<file path="config.mk">
export PLATFORM = sky130hd
export DESIGN_NAME = c_comment_string_stripper_core
export DESIGN_NICKNAME = d
export VERILOG_FILES = /design/src/sv/ccs_pkg.sv /design/src/sv/c_comment_string_stripper_core.sv /design/src/sv/ccs_scan.sv /design/src/sv/ccs_obuf.sv
export SDC_FILE = /design/constraint.sdc
export NUM_CORES = 1
export LEC_CHECK = 0
export ABC_AREA = 1
export CORE_MARGIN = 4
export CORE_UTILIZATION = 45
export CTS_BUF_LIST = sky130_fd_sc_hd__clkbuf_4
export CTS_CLUSTER_SIZE = 25
export DETAILED_ROUTE_END_ITERATION = 12
export DONT_BUFFER_PORTS = 1
export PLACE_DENSITY_LB_ADDON = 0.15
export SYNTH_ARGS = -nofsm -noshare
export SYNTH_HDL_FRONTEND = slang
export SYNTH_SLANG_ARGS = --single-unit
</file>
<file path="constraint.sdc">
create_clock -name clk -period 6 [get_ports clk]
set_input_delay 0.6 -clock clk [delete_from_list [all_inputs] [get_ports clk]]
set_output_delay 0.6 -clock clk [all_outputs]
set_load 0.02 [all_outputs]
</file>
<file path="src/sv/ccs_pkg.sv">
// Shared constants, scan mode codes and result types for the C comment
// and literal stripper. No dependencies.
package ccs_pkg;

  localparam logic [7:0] CH_SLASH  = 8'h2F;
  localparam logic [7:0] CH_STAR   = 8'h2A;
  localparam logic [7:0] CH_DQUOTE = 8'h22;
  localparam logic [7:0] CH_SQUOTE = 8'h27;
  localparam logic [7:0] CH_BSLASH = 8'h5C;
  localparam logic [7:0] CH_NL     = 8'h0A;
  localparam logic [7:0] CH_SPACE  = 8'h20;
  localparam logic [7:0] CH_NONE   = 8'h00;

  localparam logic [2:0] MODE_NORMAL     = 3'd0;
  localparam logic [2:0] MODE_SLASH      = 3'd1;
  localparam logic [2:0] MODE_BLOCK      = 3'd2;
  localparam logic [2:0] MODE_BLOCK_STAR = 3'd3;
  localparam logic [2:0] MODE_LINE       = 3'd4;
  localparam logic [2:0] MODE_LIT        = 3'd5;
  localparam logic [2:0] MODE_LIT_ESC    = 3'd6;

  localparam int MAX_RES = 3;

  typedef struct packed {
    logic [7:0] data;
    logic       has_byte;
    logic       last;
  } res_t;

  // Results caused by one item, entry 0 goes out first.
  typedef struct packed {
    res_t [MAX_RES-1:0] ent;
    logic [1:0]         cnt;
  } res_bundle_t;

endpackage

</file>
<file path="src/sv/c_comment_string_stripper_core.sv">
// Top level of the C comment and literal stripper: scan stage plus result
// register. Depends on ccs_pkg, ccs_scan and ccs_obuf.
//
// Source bytes enter on the in_ channel, one item per byte, with
// in_end_of_text on the final byte of a text. Cleaned text leaves on the
// out_ channel: block comments vanish except for their newlines, line
// comments vanish up to (not including) their newline, and each string or
// character literal becomes a space where it opens and one where it closes,
// keeping its newlines. A slash is held until the next byte shows whether it
// opens a comment. The last result of a text carries out_last; a final byte
// that yields no text gives one result with out_has_byte low. After the end
// byte the scanner is back in plain text mode for the next text. Rate: an
// item is taken every cycle as long as out_ready stays high and each byte
// produces at most one result; a byte producing k results (k up to three,
// e.g. a held slash followed by a quote at end of text) fills that many
// entries of the three-entry result register, and the input is held until
// only its last result remains and is being taken on the out_ channel.
module c_comment_string_stripper_core
  import ccs_pkg::*;
(
  input  logic       clk,
  input  logic       rst_n,
  input  logic       in_valid,
  output logic       in_ready,
  input  logic [7:0] in_byte,
  input  logic       in_end_of_text,
  output logic       out_valid,
  input  logic       out_ready,
  output logic [7:0] out_byte,
  output logic       out_has_byte,
  output logic       out_last
);

  logic        accept;
  res_bundle_t scan_res;
  res_t        head;

  // take a byte only when the result register is, or is about to be, empty
  assign accept = in_valid && in_ready;

  ccs_scan u_scan (
    .clk            (clk),
    .rst_n          (rst_n),
    .accept         (accept),
    .in_byte        (in_byte),
    .in_end_of_text (in_end_of_text),
    .res            (scan_res)
  );

  ccs_obuf u_obuf (
    .clk       (clk),
    .rst_n     (rst_n),
    .load      (accept),
    .res       (scan_res),
    .can_load  (in_ready),
    .out_valid (out_valid),
    .out_ready (out_ready),
    .head      (head)
  );

  assign out_byte     = head.data;
  assign out_has_byte = head.has_byte;
  assign out_last     = head.last;

  // An end byte always yields at least one result.
  a_end_has_result: assert property (@(posedge clk) disable iff (!rst_n)
    in_valid && in_end_of_text |-> scan_res.cnt != 2'd0)
    else $error("end of text produced no result");

  // Results of an end byte show up on the next cycle.
  a_end_drains: assert property (@(posedge clk) disable iff (!rst_n)
    accept && in_end_of_text |=> out_valid)
    else $error("no result after end of text item");

  // The empty marker only ever closes a text.
  a_empty_is_last: assert property (@(posedge clk) disable iff (!rst_n)
    out_valid && !out_has_byte |-> out_last)
    else $error("empty result without last flag");

  // No byte is taken while results of the previous one would be overwritten.
  a_no_overrun: assert property (@(posedge clk) disable iff (!rst_n)
    out_valid && !out_ready |-> !in_ready)
    else $error("input taken while results still pending");

endmodule

</file>
<file path="src/sv/ccs_scan.sv">
// Scan state and per-byte decode: turns one accepted item into zero to
// three results. Depends on ccs_pkg.
module ccs_scan
  import ccs_pkg::*;
(
  input  logic        clk,
  input  logic        rst_n,
  input  logic        accept,
  input  logic [7:0]  in_byte,
  input  logic        in_end_of_text,
  output res_bundle_t res
);

  logic [2:0] mode_r, mode_nxt;
  logic       quote_single_r, quote_single_nxt;

  always_comb begin
    logic       do_normal;
    logic [7:0] quote_ch;
    res         = '0;
    mode_nxt    = mode_r;
    quote_single_nxt = quote_single_r;
    do_normal   = 1'b0;
    quote_ch    = quote_single_r ? CH_SQUOTE : CH_DQUOTE;

    unique case (mode_r)
      MODE_SLASH: begin
        if (in_byte == CH_STAR) begin
          mode_nxt = MODE_BLOCK;
        end else if (in_byte == CH_SLASH) begin
          mode_nxt = MODE_LINE;
        end else begin
          res.ent[res.cnt] = '{data: CH_SLASH, has_byte: 1'b1, last: 1'b0};
          res.cnt = res.cnt + 2'd1;
          do_normal = 1'b1;
        end
      end
      MODE_BLOCK, MODE_BLOCK_STAR: begin
        if (in_byte == CH_SLASH && mode_r == MODE_BLOCK_STAR) begin
          mode_nxt = MODE_NORMAL;
        end else if (in_byte == CH_STAR) begin
          mode_nxt = MODE_BLOCK_STAR;
        end else begin
          if (in_byte == CH_NL) begin
            res.ent[res.cnt] = '{data: CH_NL, has_byte: 1'b1, last: 1'b0};
            res.cnt = res.cnt + 2'd1;
          end
          mode_nxt = MODE_BLOCK;
        end
      end
      MODE_LINE: begin
        if (in_byte == CH_NL) begin
          res.ent[res.cnt] = '{data: CH_NL, has_byte: 1'b1, last: 1'b0};
          res.cnt = res.cnt + 2'd1;
          mode_nxt = MODE_NORMAL;
        end
      end
      MODE_LIT: begin
        if (in_byte == CH_BSLASH) begin
          mode_nxt = MODE_LIT_ESC;
        end else if (in_byte == quote_ch) begin
          res.ent[res.cnt] = '{data: CH_SPACE, has_byte: 1'b1, last: 1'b0};
          res.cnt = res.cnt + 2'd1;
          mode_nxt = MODE_NORMAL;
        end else if (in_byte == CH_NL) begin
          res.ent[res.cnt] = '{data: CH_NL, has_byte: 1'b1, last: 1'b0};
          res.cnt = res.cnt + 2'd1;
        end
      end
      MODE_LIT_ESC: begin
        mode_nxt = MODE_LIT;
      end
      default: begin
        do_normal = 1'b1;
      end
    endcase

    if (do_normal) begin
      if (in_byte == CH_SLASH) begin
        mode_nxt = MODE_SLASH;
      end else if (in_byte == CH_DQUOTE || in_byte == CH_SQUOTE) begin
        res.ent[res.cnt] = '{data: CH_SPACE, has_byte: 1'b1, last: 1'b0};
        res.cnt = res.cnt + 2'd1;
        quote_single_nxt = (in_byte == CH_SQUOTE);
        mode_nxt = MODE_LIT;
      end else begin
        res.ent[res.cnt] = '{data: in_byte, has_byte: 1'b1, last: 1'b0};
        res.cnt = res.cnt + 2'd1;
        mode_nxt = MODE_NORMAL;
      end
    end

    // End of text: flush a held slash, close an open literal, mark last (or emit the empty last marker).
    if (in_end_of_text) begin
      if (mode_nxt == MODE_SLASH) begin
        res.ent[res.cnt] = '{data: CH_SLASH, has_byte: 1'b1, last: 1'b0};
        res.cnt = res.cnt + 2'd1;
      end else if (mode_nxt == MODE_LIT || mode_nxt == MODE_LIT_ESC) begin
        res.ent[res.cnt] = '{data: CH_SPACE, has_byte: 1'b1, last: 1'b0};
        res.cnt = res.cnt + 2'd1;
      end
      if (res.cnt == 2'd0) begin
        res.ent[0] = '{data: CH_NONE, has_byte: 1'b0, last: 1'b1};
        res.cnt = 2'd1;
      end else begin
        res.ent[res.cnt - 2'd1].last = 1'b1;
      end
      mode_nxt = MODE_NORMAL;
      quote_single_nxt = 1'b0;
    end
  end

  always_ff @(posedge clk) begin
    if (!rst_n) begin
      mode_r         <= MODE_NORMAL;
      quote_single_r <= 1'b0;
    end else if (accept) begin
      mode_r         <= mode_nxt;
      quote_single_r <= quote_single_nxt;
    end
  end

endmodule

</file>
<file path="src/sv/ccs_obuf.sv">
// Result register: holds up to three results of one item and drains them
// one per cycle while out_ready is high. Depends on ccs_pkg.
module ccs_obuf
  import ccs_pkg::*;
(
  input  logic        clk,
  input  logic        rst_n,
  input  logic        load,
  input  res_bundle_t res,
  output logic        can_load,
  output logic        out_valid,
  input  logic        out_ready,
  output res_t        head
);

  res_t [MAX_RES-1:0] ent_r, ent_nxt;
  logic [1:0]         cnt_r, cnt_nxt;
  logic               pop;

  assign out_valid = (cnt_r != 2'd0);
  assign pop       = out_valid && out_ready;
  assign can_load  = (cnt_r == 2'd0) || (cnt_r == 2'd1 && out_ready);
  assign head      = ent_r[0];

  always_comb begin
    ent_nxt = ent_r;
    cnt_nxt = cnt_r;
    if (load) begin
      ent_nxt = res.ent;
      cnt_nxt = res.cnt;
    end else if (pop) begin
      // advance the queue by one entry
      ent_nxt[0] = ent_r[1];
      ent_nxt[1] = ent_r[2];
      cnt_nxt    = cnt_r - 2'd1;
    end
  end

  always_ff @(posedge clk) begin
    if (!rst_n) begin
      cnt_r <= 2'd0;
    end else begin
      cnt_r <= cnt_nxt;
    end
  end

  always_ff @(posedge clk) begin
    ent_r <= ent_nxt;
  end

endmodule
</file>
Yosys cells after proc, flatten, opt, wreduce, memory -nomap -nowiden
Index checks and enable logic that the tools add are counted.
Cells by class
  mux-type cells: 50
  add/sub/neg operators: 4
  bitwise logic cells: 9
  eq/ne operators: 18
  reductions and logical operators: 19
  order comparisons: 6
Operator list (number)
  $mux W32: 7
  $bwmux W30: 2
  $demux W10 S2: 3
  $mux W12: 5
  $mux W20: 3
  $not A24 Y24: 2
  $pmux W12 S4: 1
  $mux W10: 4
  $mux W3: 11
  $eq A8 B6 Y1 const B: 4
  $and A24 B24 Y24: 1
  $and A8 B24 Y24: 1
  $or A18 B18 Y18: 1
  $eq A3 B3 Y1 const B: 5
  $pmux W3 S5: 1
  $and A12 B12 Y12: 1
  $not A12 Y12: 1
  $lt A2 B3 Y1 const B: 3
  $eq A8 B4 Y1 const B: 1
  $eq A8 B7 Y1 const B: 1
  $eq A8 B8 Y1: 1
  $mux W1: 8
  $mux W8: 1
  $reduce_bool A2 Y1: 4
  other kinds (17): 34
Word-level totals
  logic and storage cells: 118
  register bits after elaboration: 36

Logic depth before layout (Yosys ltp)
Gate-level depths: netlist of run 1.
  depth in word-level cells: 32
  depth in mapped cells: 17

By module
From an unflattened synthesis of run 1, not the netlist that was laid out.
Unflattened totals
  cells, all modules: 366
  area total of the unflattened synthesis: 2671.3 um^2
By module, submodules not included
  ccs_obuf: area each 1375.1 um^2, times used 1, cells an instance 131
  ccs_scan: area each 1288.7 um^2, times used 1, cells an instance 233
  c_comment_string_stripper_core: area each 7.5 um^2, times used 1, cells an instance 2

Least setup slack after synthesis of run 1
OpenSTA, ideal clock, no wires.
  path kind: input port to flip-flop
  start point: input port in_byte[4]
  end point: register u_obuf.ent_r, in the netlist u_obuf.head[6] (data pin)
  data required time: 5.746 ns
  arrival: 2.555 ns
  library setup time: 0.254 ns
  slack: 3.191 ns
  cell stages on the path: 17
  path through: inv_2 -> nand2_2 -> nor2_8 -> nand2_4 -> nand3_4 -> nand4_4 -> ha_1 -> inv_1 -> nor2_4 -> nor2_4 -> ha_1 -> nand2_2 -> nand2_2 -> inv_4 -> nand3_4 -> nand3_1 -> nand2_1
RTL lines
  from (decl): RTL line c_comment_string_stripper_core.sv:25  | input logic [7:0] in_byte,
  to (signal assigned): RTL line ccs_obuf.sv:48  | ent_r <= ent_nxt;
  to (decl): RTL line ccs_obuf.sv:16  | res_t [MAX_RES-1:0] ent_r, ent_nxt;

==> results of run 1 <==
[state kept, by name, summed over array words and instances (netlist names)]
signal	cells
u_obuf.cnt_r	2
u_obuf.head	10
u_scan.quote_single_r	1
u_scan.mode_r	3
u_obuf.ent_r	13
[power by group through the flow]
stage	Sequential [mW]	Combinational [mW]	Clock, mW
3_5_place_dp	0.412	0.239	0
5_1_grt	0.416	0.269	0.125
3_3_place_gp	0.411	0.235	0
2_1_floorplan	0.363	0.271	0
6_report	0.406	0.236	0.114
4_1_cts	0.408	0.239	0.116
[layer usage]
| metal | wire length (µm) | global-route usage [%] |
|---|---|---|
| met1 | 2590 | 23.9 |
| met2 | 2490 | 27.5 |
| met3 | 129 | 2.96 |
| met4 | 94 | 7.14 |
| met5 | 0 | 0 |
[layout make-up]
type	count	area [µm²]	area share, %
sequential	29	811	32.4
inverter	37	146	5.86
clock buffer	5	37.5	1.50
tap	70	87.6	3.50
multi-input combinational	230	1410	56.2
clock inverter	3	12.5	0.501
[worst max path at each step]
stage,slack (ps),end,start
after global placement,2950,u_obuf.head[1]$_DFFE_PP_,in_byte[4]
after detailed placement,2920,u_obuf.head[1]$_DFFE_PP_,in_byte[4]
after CTS,3110,u_obuf.head[8]$_DFFE_PP_,u_obuf.cnt_r[0]$_SDFFE_PN0P_
after global routing,2750,u_scan.quote_single_r$_SDFFE_PN0P_,u_obuf.cnt_r[0]$_SDFFE_PN0P_
after floorplan,3190,u_obuf.head[6]$_DFFE_PP_,in_byte[4]
final,3070,u_obuf.head[8]$_DFFE_PP_,u_obuf.cnt_r[0]$_SDFFE_PN0P_
[cell usage in the layout, fill, tap and decap left out, types with 2 or more instances in the layout]
cell                        n
sky130_fd_sc_hd__edfxtp_1  23
sky130_fd_sc_hd__a22oi_1    3
sky130_fd_sc_hd__nor2_8     2
sky130_fd_sc_hd__a21boi_0   4
sky130_fd_sc_hd__dfxtp_1    6
sky130_fd_sc_hd__nand3_2    4
sky130_fd_sc_hd__clkinv_1   2
sky130_fd_sc_hd__o21ai_0    8
sky130_fd_sc_hd__nor2_2     2
sky130_fd_sc_hd__a21oi_1    9
sky130_fd_sc_hd__inv_1     29
sky130_fd_sc_hd__clkbuf_4   5
sky130_fd_sc_hd__nor2_1    26
sky130_fd_sc_hd__nand2_2    9
sky130_fd_sc_hd__o31ai_1    2
sky130_fd_sc_hd__nor2_4     4
sky130_fd_sc_hd__ha_1       8
sky130_fd_sc_hd__nor3_1     5
sky130_fd_sc_hd__nand2_1   79
sky130_fd_sc_hd__o21ai_2    5
sky130_fd_sc_hd__nand2_4    9
sky130_fd_sc_hd__inv_2      6
sky130_fd_sc_hd__nand3_4    3
sky130_fd_sc_hd__a31oi_1    2
sky130_fd_sc_hd__nor4_1     3
sky130_fd_sc_hd__a21oi_2    2
sky130_fd_sc_hd__nand3_1   26
[cells by family (layout without fill, tap and decap cells)]
family / after synthesis / count (layout) / synth area share (%)
AO/OA/AOI/OAI: 44 / 44 / 13.0
adder cells (fa/ha/maj): 8 / 8 / 4.10
buffers and inverters: 49 / 45 / 9.27
flip-flops: 29 / 29 / 33.2
AND/OR/NAND/NOR: 178 / 178 / 40.5
[worst reg2reg max path, stage by stage (launching register included)]
cell and delay, ps:
sky130_fd_sc_hd__dfxtp_1 360, sky130_fd_sc_hd__inv_1 60, sky130_fd_sc_hd__ha_1 200, sky130_fd_sc_hd__inv_1 180, sky130_fd_sc_hd__nand2_1 210, sky130_fd_sc_hd__nand2_1 710, sky130_fd_sc_hd__inv_1 540, sky130_fd_sc_hd__nand3_1 210
sky130_fd_sc_hd__nor2_1 50, sky130_fd_sc_hd__nand3_1 100, sky130_fd_sc_hd__nand2_1 60
[through the flow]
stage                     area (µm²)  std cells
after floorplan                 2440        308
after global placement          2450        366
after detailed placement        2450        366
after CTS                       2500        374
after global routing            2500        374
final                           2500        374
==> impl_metrics.csv, run 1 <==
group,metric,value,unit
clock_tree,worst_setup_hold_path_clk_slew,100,ps
die,core_area,5170,µm²
yosys,synth-edff-count,23,
timing,setup_tns_final,0,ps
cells_and_area,ratio_of_cells_with_drive_above_1_in_the_final_layout,20.1,%
drt,postRouteWirelength,5.30,mm
worst_setup_path,top_cell_family_by_delay_on_the_critical_path,"simple AND/OR/NAND/NOR gates",
worst_setup_path,timing.reg2reg.setup_slack,3070,ps
clock_tree,post_cts_resize_count,0,
drt,drtPass1Iterations,4,
die,placement_rows,26,
power_and_ir_drop,netSwitchingFraction,40.7,%
cells_and_area,antenna_cells_inserted,0,
worst_setup_path,crit_path_end_kind,"flip-flop",
die,initial_utilization,47.2,%
flow_run,maxCapViolCount,0,
timing,finalHoldWorstSlack,415,ps
worst_setup_path,worstPathRequired,6090,ps
cells_and_area,final_util,48.3,%
worst_setup_path,reg2regPathDepth,10,
timing,worst_slew_pin_slew,946,ps
yosys,ys_types,45,
grt,number_of_antenna_violations_at_the_first_check_in_global_routing,0,
yosys,synth_fp_nets,329,
worst_setup_path,cpMaxStageDelayCell,"sky130_fd_sc_hd__nand2_1",
yosys,synth.cell_area,2440,µm²
timing,grt_setup_unrepaired,"false",
worst_setup_path,setup.worst_path.class,"reg2reg",
placed_design,hpwlAfterDp,4.17,mm
worst_setup_path,timing.critical_path.depth,10,
worst_hold_path,min_delay_worst_endpoint,"u_obuf.cnt_r[0]$_SDFFE_PN0P_",
worst_setup_path,crit-reg2reg-capture,"u_obuf.head[8]$_DFFE_PP_",
clock_tree,total_cts_buffers,5,
worst_setup_path,worstPathBufferInverterCount,3,
yosys,synth.top_cells.by_count,"79 x sky130_fd_sc_hd__nand2_1, 29 x sky130_fd_sc_hd__inv_1, 26 x sky130_fd_sc_hd__nand3_1, 26 x sky130_fd_sc_hd__nor2_1, 23 x sky130_fd_sc_hd__edfxtp_1",
grt,grt_first_pass_wirelength,8.83,mm
power_and_ir_drop,share_comb_of_total_power,31.2,%
clock_tree,numClockSinks,29,
clock_tree,cts_root_buf,"sky130_fd_sc_hd__clkbuf_4",
timing,finalCritPeriodShare,48.8,%
drt,vias_per_cell,5.40,
power_and_ir_drop,share_clk_of_total_power,15.1,%
yosys,synth_area_per_cell,7.93,µm²
grt,track_usage,17.5,%
power_and_ir_drop,worst_ir_drop_vdd,0.116,mV
timing,max_slew_vio_count,0,
power_and_ir_drop,post-layout-total-power,0.757,mW
clock_tree,hold_fix_buffers_at_cts,0,
worst_setup_path,worstPathCellList,"inv_1, ha_1, inv_1, nand2_1, nand2_1, inv_1, nand3_1, nor2_1, nand3_1, nand2_1",
yosys,seq_area_frac_synth,33.2,%
worst_setup_path,timing.critical_path.arrival,3020,ps
timing,clock_skew,6.05,ps
timing,finalSetupViolations,0,
clock_tree,clk-insertion-delay-late,330,ps
timing,hold_viol_final,0,
die,io_pins,25,
yosys,synth_cells,308,
clock_tree,cts_setup_buffers,0,
yosys,yosys.area.top_type,"sky130_fd_sc_hd__edfxtp_1",
yosys,yosys_warnings,0,
timing,worst_slew_margin_rel,36.9,%
power_and_ir_drop,static-leakage-power,1.10,nW
cells_and_area,area_growth,2.36,%
clock_tree,cts-root-to-sink-buffers,2,
die,dieWidth,81.7,µm
drt,route.detailed.wl_per_inst,14.2,µm
drt,detail_route.iter0.violations,174,
timing,final.setup.worst_slack,3070,ps
worst_hold_path,hold_path_class,"in2reg",
placed_design,io_buffers,0,
power_and_ir_drop,share_seq_of_total_power,53.6,%
placed_design,gp_congestion,0.859,
worst_setup_path,r2r_start,"u_obuf.cnt_r[0]$_SDFFE_PN0P_",
power_and_ir_drop,internal-power,0.449,mW
power_and_ir_drop,net-switching-power,0.308,mW
drt,num_vias,2021,
status,outcome,"complete, no violations",
drt,drc_errors,0,
yosys,yosys-top-cells-area,"sky130_fd_sc_hd__edfxtp_1 28%, sky130_fd_sc_hd__nand2_1 12%, sky130_fd_sc_hd__nand3_1 5.3%",
placed_design,pre_cts_ws,2920,ps
die,die_area,6670,µm²
cells_and_area,nNetsFinal,324,
timing,layout_min_cycle_time,2930,ps
worst_setup_path,path_max_fanout,24,
yosys,synthMostInstantiatedCell,"sky130_fd_sc_hd__nand2_1",
clock_tree,cts_tree,"yes",
yosys,ys_dominant_reg_cell,"sky130_fd_sc_hd__edfxtp_1",
grt,global_route.overflow_total,0,
worst_hold_path,min_from,"rst_n",
yosys,ys_async_sr_fraction,0,%
worst_setup_path,startpoint_type,"flip-flop",
die,die_h,81.7,µm
clock_tree,cts.htree.levels,2,
power_and_ir_drop,power.density_cell_area,303,nW/µm²
worst_setup_path,slowest_delay,710,ps
timing,clock.fmax,341,MHz
yosys,top_area_cell_type_share_of_the_netlist_area,28.3,%
yosys,flip_flop_and_latch_count_after_synthesis,29,
cells_and_area,fillerInstances,519,
drt,antenna_violating_nets_post_route,0,
grt,grt_start_max_net_pins,25,
grt,first_global_vias,1782,
worst_hold_path,hold-path-cell-count,2,
Power figures use the tool's default switching activity.
==> run 2: changes to the inputs <==
- clock period: 6 -> 3.05 ns (I/O delays scaled with it)
==> impl_metrics.csv, run 2 (same netlist as run 1, synthesis figures left out) <==
group,metric,value,unit
cells_and_area,multi_input_comb_area,1410,µm²
clock_tree,cts_tree,"yes",
worst_setup_path,slowest_delay,360,ps
cells_and_area,final_util,49.0,%
grt,global_route.overflow_total,0,
die,initial_utilization,47.2,%
power_and_ir_drop,power.density_cell_area,599,nW/µm²
worst_setup_path,timing.reg2reg.setup_slack,350,ps
worst_setup_path,path_max_fanout,9,
placed_design,hpwlAfterDp,4.24,mm
die,core_area,5170,µm²
clock_tree,total_cts_buffers,5,
timing,setup_tns_final,0,ps
die,die_h,81.7,µm
placed_design,pre_cts_ws,300,ps
power_and_ir_drop,post-layout-total-power,1.52,mW
power_and_ir_drop,static-leakage-power,1.12,nW
grt,grt_start_max_net_pins,23,
cells_and_area,ratio_of_cells_with_drive_above_1_in_the_final_layout,21.8,%
clock_tree,numClockSinks,29,
grt,first_global_vias,1844,
cells_and_area,antenna_cells_inserted,0,
timing,hold_viol_final,0,
placed_design,gp_congestion,0.854,
cells_and_area,layout.cells.most_common,"sky130_fd_sc_hd__nand2_1",
status,outcome,"complete, no violations",
placed_design,io_buffers,0,
drt,detail_route.iter0.violations,110,
worst_setup_path,worstPathRequired,3140,ps
drt,num_vias,1988,
worst_setup_path,cell_repeated_most_along_the_worst_path,"sky130_fd_sc_hd__nand2_2",
timing,layout_min_cycle_time,2700,ps
timing,finalCritPeriodShare,88.5,%
cells_and_area,final_cells,378,
worst_setup_path,setup.worst_path.class,"reg2reg",
drt,route.detailed.wl_per_inst,14.1,µm
worst_setup_path,timing.critical_path.arrival,2790,ps
clock_tree,cts_setup_buffers,0,
placed_design,placed_cells,370,
worst_setup_path,crit-reg2reg-capture,"u_obuf.head[1]$_DFFE_PP_",
drt,postRouteWirelength,5.33,mm
placed_design,detailed_place.area,2480,µm²
clock_tree,cts_root_buf,"sky130_fd_sc_hd__clkbuf_4",
clock_tree,clk-insertion-delay-late,330,ps
timing,finalHoldWorstSlack,136,ps
timing,worst_slew_margin_rel,61.8,%
worst_setup_path,r2r_start,"u_scan.mode_r[1]$_SDFFE_PN0P_",
timing,grt_setup_unrepaired,"false",
grt,grt_first_pass_wirelength,8.88,mm
cells_and_area,fillerInstances,515,
grt,track_usage,17.5,%
cells_and_area,nNetsFinal,328,
drt,drc_errors,0,
worst_setup_path,reg2regPathDepth,16,
die,die_area,6670,µm²
worst_hold_path,min_from,"rst_n",
cells_and_area,fin_area,2530,µm²
worst_hold_path,hold-path-cell-count,2,
worst_setup_path,worstPathCellList,"inv_2, nand2_2, nor2_2, nand3_1, nand4_4, ha_1, inv_1, nor2_4, nor2_4, ha_1, nand2_2, nand2_2, inv_4, nand3_4, nand3_1, nand2_1",
drt,antenna_violating_nets_post_route,0,
worst_setup_path,startpoint_type,"flip-flop",
clock_tree,cts-root-to-sink-buffers,2,
worst_hold_path,min_delay_worst_endpoint,"u_obuf.cnt_r[0]$_SDFFE_PN0P_",
cells_and_area,area_growth,3.79,%
cells_and_area,most_used_cells_in_the_layout_excluding_fill_and_tap_cells,"79 x sky130_fd_sc_hd__nand2_1, 29 x sky130_fd_sc_hd__inv_1, 26 x sky130_fd_sc_hd__nand3_1, 26 x sky130_fd_sc_hd__nor2_1, 23 x sky130_fd_sc_hd__edfxtp_1",
timing,finalSetupViolations,0,
worst_setup_path,cpMaxStageDelayCell,"sky130_fd_sc_hd__dfxtp_1",
die,dieWidth,81.7,µm
die,placement_rows,26,
grt,number_of_antenna_violations_at_the_first_check_in_global_routing,0,
flow_run,maxCapViolCount,0,
timing,max_slew_vio_count,0,
cells_and_area,largest_register,"u_obuf.ent_r",
worst_setup_path,crit_path_end_kind,"flip-flop",
timing,clock_skew,3.45,ps
die,io_pins,25,
clock_tree,cts.htree.levels,2,
cells_and_area,largest_register_ffs,13,
worst_hold_path,hold_path_class,"in2reg",
clock_tree,hold_fix_buffers_at_cts,0,
power_and_ir_drop,worst_ir_drop_vdd,0.250,mV
timing,final.setup.worst_slack,351,ps
drt,vias_per_cell,5.26,
timing,clock.fmax,371,MHz
cells_and_area,area.sequential,811,µm²
drt,drtPass1Iterations,4,
clock_tree,worst_setup_hold_path_clk_slew,100,ps
timing,worst_slew_pin_slew,568,ps
clock_tree,post_cts_resize_count,0,
run 2: final cells by class:
class / instances / area share [%]
Clock buffer: 6 / 1.78
Multi-Input combinational cell: 230 / 55.4
Inverter: 37 / 5.77
Timing Repair Buffer: 4 / 1.18
Sequential cell: 29 / 32.0
Tap cell: 70 / 3.46
Clock inverter: 2 / 0.395
run 2: critical path, delay by kind of cell, from the launching register on:
kind                     cells  cell delay (ps)
buffers and inverters        3              270
adder cells (fa/ha/maj)      2              520
flip-flops                   1              360
AND/OR/NAND/NOR             11             1300
run 2: how the worst max path moves through the flow:
stage	from	to	slack, ps	cells past startpoint
floorplan	in_byte[4]	u_obuf.head[6]$_DFFE_PP_	540	17
global placement	in_byte[4]	u_obuf.head[1]$_DFFE_PP_	310	17
detailed placement	in_byte[4]	u_obuf.head[1]$_DFFE_PP_	300	17
CTS	u_scan.mode_r[1]$_SDFFE_PN0P_	u_obuf.head[1]$_DFFE_PP_	330	16
global route	u_scan.mode_r[1]$_SDFFE_PN0P_	u_obuf.head[8]$_DFFE_PP_	140	16
finish	u_scan.mode_r[1]$_SDFFE_PN0P_	u_obuf.head[1]$_DFFE_PP_	350	16
run 2: layer usage:
metal | routed length, µm | global-route usage [%] | share of wire, % | up-vias
met3 | 174 | 2.96 | 3.3 | 6
met2 | 2570 | 29.6 | 48 | 47
met4 | 72 | 5.48 | 1.4 | 0
li1 | - | - | - | 1020
met5 | 0 | 0 | 0 | -
met1 | 2510 | 22.8 | 47 | 915
run 2: report_power, final:
group / internal (mW) / switching, mW
clock network: 0.0966 / 0.141
registers: 0.657 / 0.139
logic: 0.159 / 0.326
